$ cat src/sv/cxcds_pkg.sv
// cxcds_pkg: widths, gain register indexes, reset gains and the sample
// sign-extension helper for the crosstalk-corrected cds block
// no dependencies
`default_nettype none

package cxcds_pkg;

    // sample path
    localparam int SAMPLE_BITS = 32;               // used low bits of each input field
    localparam int IN_W        = 32;               // input field port width
    localparam int DIFF_W      = SAMPLE_BITS + 1;  // difference of two samples

    // gains, unsigned q1.16
    localparam int GAIN_W    = 17;
    localparam int FRAC_IN   = 16;
    localparam int NUM_GAINS = 8;
    localparam int GIDX_W    = $clog2(NUM_GAINS);

    // accumulation and rounding
    localparam int PROD_W      = DIFF_W + GAIN_W + 1;
    localparam int ACC_W       = DIFF_W + FRAC_IN + 3;
    localparam int ROUND_SHIFT = 8;
    localparam int ROUND_HALF  = 1 << (ROUND_SHIFT - 1);
    localparam int Q8_W        = ACC_W - ROUND_SHIFT;

    // result widths
    localparam int CORR_W  = 44;
    localparam int PLAIN_W = 33;

    typedef enum logic [GIDX_W-1:0] {
        GAIN_A_FROM_C,
        GAIN_A_FROM_D,
        GAIN_B_FROM_C,
        GAIN_B_FROM_D,
        GAIN_C_FROM_A,
        GAIN_C_FROM_B,
        GAIN_D_FROM_A,
        GAIN_D_FROM_B
    } gain_idx_t;

    // highest index first
    localparam logic [NUM_GAINS-1:0][GAIN_W-1:0] GAIN_RESET = {
        17'd17282, 17'd36399, 17'd14634, 17'd28770,
        17'd45862, 17'd28672, 17'd46845, 17'd27768
    };

    // stage advance strobes shared by the channel datapaths
    typedef struct packed {
        logic prod_load;
        logic out_load;
    } cxcds_adv_t;

    function automatic logic signed [DIFF_W-1:0] sample_ext(input logic [IN_W-1:0] raw);
        logic signed [SAMPLE_BITS-1:0] s;
        s = raw[SAMPLE_BITS-1:0];
        return DIFF_W'(s);
    endfunction

endpackage

`default_nettype wire

$ cat src/sv/cxcds_chan.sv
// cxcds_chan: one corrected channel, product stage then sum and round stage
// depends on cxcds_pkg
`default_nettype none

module cxcds_chan (
    input  wire logic                                 aclk,
    input  wire cxcds_pkg::cxcds_adv_t                adv,
    input  wire logic signed [cxcds_pkg::DIFF_W-1:0] own,
    input  wire logic signed [cxcds_pkg::DIFF_W-1:0] x1,
    input  wire logic signed [cxcds_pkg::DIFF_W-1:0] x2,
    input  wire logic        [cxcds_pkg::GAIN_W-1:0] g1,
    input  wire logic        [cxcds_pkg::GAIN_W-1:0] g2,
    output logic signed      [cxcds_pkg::CORR_W-1:0] corrected
);

    logic signed [cxcds_pkg::GAIN_W:0]   g1_s;
    logic signed [cxcds_pkg::GAIN_W:0]   g2_s;
    logic signed [cxcds_pkg::PROD_W-1:0] prod1_next, prod1_reg;
    logic signed [cxcds_pkg::PROD_W-1:0] prod2_next, prod2_reg;
    logic signed [cxcds_pkg::ACC_W-1:0]  own_next, own_reg;
    logic signed [cxcds_pkg::ACC_W-1:0]  acc;
    logic signed [cxcds_pkg::Q8_W-1:0]   q8;
    logic signed [cxcds_pkg::CORR_W-1:0] corr_next, corr_reg;

    assign g1_s = {1'b0, g1};
    assign g2_s = {1'b0, g2};

    // own term in q.16 with the rounding half already in its empty low bits
    assign own_next   = (cxcds_pkg::ACC_W'(own) <<< cxcds_pkg::FRAC_IN)
                      | cxcds_pkg::ACC_W'(cxcds_pkg::ROUND_HALF);
    assign prod1_next = cxcds_pkg::PROD_W'(x1) * cxcds_pkg::PROD_W'(g1_s);
    assign prod2_next = cxcds_pkg::PROD_W'(x2) * cxcds_pkg::PROD_W'(g2_s);

    always_ff @(posedge aclk) begin
        if (adv.prod_load) begin
            own_reg   <= own_next;
            prod1_reg <= prod1_next;
            prod2_reg <= prod2_next;
        end
    end

    assign acc = own_reg - cxcds_pkg::ACC_W'(prod1_reg) - cxcds_pkg::ACC_W'(prod2_reg);
    assign q8  = acc[cxcds_pkg::ACC_W-1:cxcds_pkg::ROUND_SHIFT];
    assign corr_next = cxcds_pkg::CORR_W'(q8);

    always_ff @(posedge aclk) begin
        if (adv.out_load) begin
            corr_reg <= corr_next;
        end
    end

    assign corrected = corr_reg;

endmodule

`default_nettype wire

$ cat config.mk
export PLATFORM = sky130hd
export DESIGN_NAME = cxcds_chan
export DESIGN_NICKNAME = d
export VERILOG_FILES = /design/src/sv/cxcds_pkg.sv /design/src/sv/cxcds_chan.sv
export SDC_FILE = /design/constraint.sdc
export NUM_CORES = 2
export LEC_CHECK = 0
export BUFFER_PORTS_ARGS = -buffer_cell sky130_fd_sc_hd__buf_2
export CORE_UTILIZATION = 45
export CTS_BUF_LIST = sky130_fd_sc_hd__clkbuf_8
export CTS_CLUSTER_DIAMETER = 200
export DETAILED_ROUTE_END_ITERATION = 8
export MAX_ROUTING_LAYER = met4
export SLEW_MARGIN = 20
export SYNTH_ARGS = -nofsm -noshare
export SYNTH_HDL_FRONTEND = slang
export SYNTH_SLANG_ARGS = --single-unit
$ cat constraint.sdc
create_clock -name aclk -period 7.1 [get_ports aclk]
set_input_delay 1.42 -clock aclk [delete_from_list [all_inputs] [get_ports aclk]]
set_output_delay 1.42 -clock aclk [all_outputs]
set_load 0.01 [all_outputs]
==> run_results.csv <==
group,metric,value,unit
synth,synth_cell_types,70,
drt,drtIter0Drc,1608,
grt,grt_max_degree,85,
drt,vias,34119,
synth,synth_top_flop_cell,"edfxtp_1",
cells_and_area,multi_input_area,0.0368,sq mm
critical_path,cp_max_fo,6,
synth,synth_top_area_share,0.469,
critical_path,worstSetupStartpointType,"primary input",
cells_and_area,syn_to_final_growth,16.9,%
drt,drtPass1Iterations,5,
clock_tree,clockBufferDepth,3,
placement,place_hpwl,97900,microns
die,fp.dieH,326,microns
synth,ys_top_cells_by_area,"fa_1 47%, edfxtp_1 11%, inv_1 11%",
synth,synth_common_cells,"1341 x inv_1, 1107 x fa_1, 724 x nand2_1",
grt,grt_pass1_vias,36849,
clock_tree,hold_buffers,0,
synth,syn-cell-area,0.0472,sq mm
clock_tree,cts_tree,"built",
grt,track_usage,0.228,
clock_tree,clock-sinks,179,
cells_and_area,drive_above_1_share,0.167,
synth,ys_warn_count,0,
clock_tree,cts_buffers,25,
cells_and_area,fillerInstances,9586,
placement,port-buffer-count,179,
die,initial_core_util,0.455,
cells_and_area,regArea,0.00538,sq mm
critical_path,r2r_end,"corrected[43]$_DFFE_PP_",
hold_path,hold_class,"register to register",
sta,holdWs,943,ps
drt,routedWlPerCell,16.2,microns
synth,synth_nets,6515,
drt,drc,0,
run,cap_violations,0,
sta,fmaxAchievable,143,MHz
sta,max_slew.worst_pin.slew,831,ps
synth,seq_area_frac_synth,0.114,
cells_and_area,final_nets,7097,
placement,place_congestion,0.907,
grt,antenna_found_initial,12,
sta,setup_violations,0,
grt,overflow,0,
clock_tree,root_buffer,"clkbuf_8",
sta,setup_tns,0,ps
sta,finalHoldViolations,0,
critical_path,critPathLaunch,"x2[14]",
sta,clock_skew,21.7,ps
critical_path,rrSetupSlack,3120,ps
critical_path,timing.rr.start,"prod2_reg[17]$_DFFE_PP_",
drt,wl,112000,microns
critical_path,reg2reg_depth,14,
synth,yosysMostFrequentCell,"inv_1",
synth,synthArstFlopShare,0,
synth,yosysTopAreaCell,"fa_1",
die,fp-row-count,118,
placement,dpl-instance-area,0.0539,sq mm
sta,period_share,0.985,
synth,synth_edf_count,179,
drt,ant_nets,0,
sta,slew_viol_final,0,
die,core,0.104,sq mm
critical_path,endpoint_kind,"register",
cells_and_area,design_area,0.0552,sq mm
synth,avgSynthCellArea,9.51,sq um
sta,rsz0062_at_grt,"true",
critical_path,required,7360,ps
drt,viasPerCell,4.92,
critical_path,path_class,"primary input to register",
synth,ys_ff_latch,179,
clock_tree,clk_pin_slew_worst_paths,90,ps
status,status,"complete, no violations",
critical_path,cp_data_arrival_time,7250,ps
sta,post-route-min-period,6990,ps
die,die_area,0.106,sq mm
die,die_x,326,microns
sta,relSlewSlack,0.446,
clock_tree,h-tree-depth,4,
grt,grt_pass1_wl,186000,microns
die,ios,180,
critical_path,worstSetupEndpoint,"prod2_reg[44]$_DFFE_PP_",
clock_tree,insertion_delay,530,ps
synth,netlist_instances,4968,
==> critical path: stages <==
cell and delay (ps):
buf_8 120, buf_12 130, and2_1 160, fa_1 470
inv_1 50, fa_2 340, fa_1 550, inv_2 40
fa_1 510, fa_1 520, inv_1 50, fa_1 490
inv_2 50, ha_4 200, a21o_1 170, a21o_1 180
a21oi_2 140, o21ai_2 80, or4_4 550, o21ai_4 200
o21ai_2 90, a221o_1 350, a21oi_2 160, o21ai_1 80
xor2_1 140
==> area by class of cell <==
cell class / instances / share of cell area
multi-input combinational: 3268 / 0.666
timing repair buffer: 734 / 0.106
sequential: 179 / 0.0973
inverter: 1342 / 0.0912
tap: 1380 / 0.0313
clock buffer: 25 / 0.00623
clock inverter: 7 / 0.00152
antenna: 6 / 0.000272
==> cells in the final DEF (no fill, tap or decap), types with 15 or more instances in the layout <==
cell / count
xor2_1: 40
buf_4: 511
inv_1: 1329
buf_12: 36
edfxtp_1: 179
nor2_1: 61
and2_1: 445
buf_6: 45
fa_2: 31
fa_1: 1076
xnor2_1: 98
nand2_1: 719
a21oi_2: 20
o21a_1: 18
nand3_1: 23
buf_2: 128
ha_4: 20
a21o_1: 74
nand2b_1: 15
o21ai_0: 34
ha_1: 282
and2_4: 18
nor2b_1: 19
clkbuf_8: 25
a21oi_1: 104
==> through the flow <==
step,worst slack [ps],std cells,util
after floorplan,-55.9,4968,-
after global placement,-663,6892,0.519
after detailed placement,-651,6892,0.519
after CTS,0.352,6925,0.524
after global routing,-69.3,6940,0.532
final,109,6941,0.532
==> how the worst min path moves through the flow <==
stage                                from                      end  slack (ps)  cells after the start
CTS                 own_reg[34]$_DFFE_PP_  corrected[26]$_DFFE_PP_         930                      3
detailed placement  own_reg[34]$_DFFE_PP_  corrected[26]$_DFFE_PP_         920                      3
floorplan           own_reg[21]$_DFFE_PP_  corrected[13]$_DFFE_PP_         830                      4
global placement    own_reg[34]$_DFFE_PP_  corrected[26]$_DFFE_PP_         920                      3
finish              own_reg[47]$_DFFE_PP_  corrected[39]$_DFFE_PP_         940                      3
global route        own_reg[25]$_DFFE_PP_  corrected[17]$_DFFE_PP_        1010                      3
==> metal layers <==
layer / GRT usage / wire (microns)
met5: - / 0
met4: 0.0606 / 3420
met3: 0.0197 / 4510
met2: 0.396 / 58700
met1: 0.287 / 45600
==> cell families after synthesis <==
| group | share of synthesized area |
|---|---|
| buffers and inverters | 0.121 |
| adders and majority gates | 0.550 |
| and+or+nand+nor | 0.139 |
| AOI/OAI and AO/OA | 0.0505 |
| DFF | 0.114 |
| xor gates and xnor gates | 0.0256 |
==> timing repair <==
| action | CTS | global route |
|---|---|---|
| setup endpoints to repair | 10 | 26 |
| pin swaps | 24 | 115 |
| endpoints found under the hold margin | 0 | 0 |
| gates cloned | 0 | 2 |
| gates resized for setup | 35 | 201 |
| buffers inserted | 1 | 8 |
Power is not shown: default switching activity piles up to over one toggle a cycle in this logic, so the estimate is an artifact.
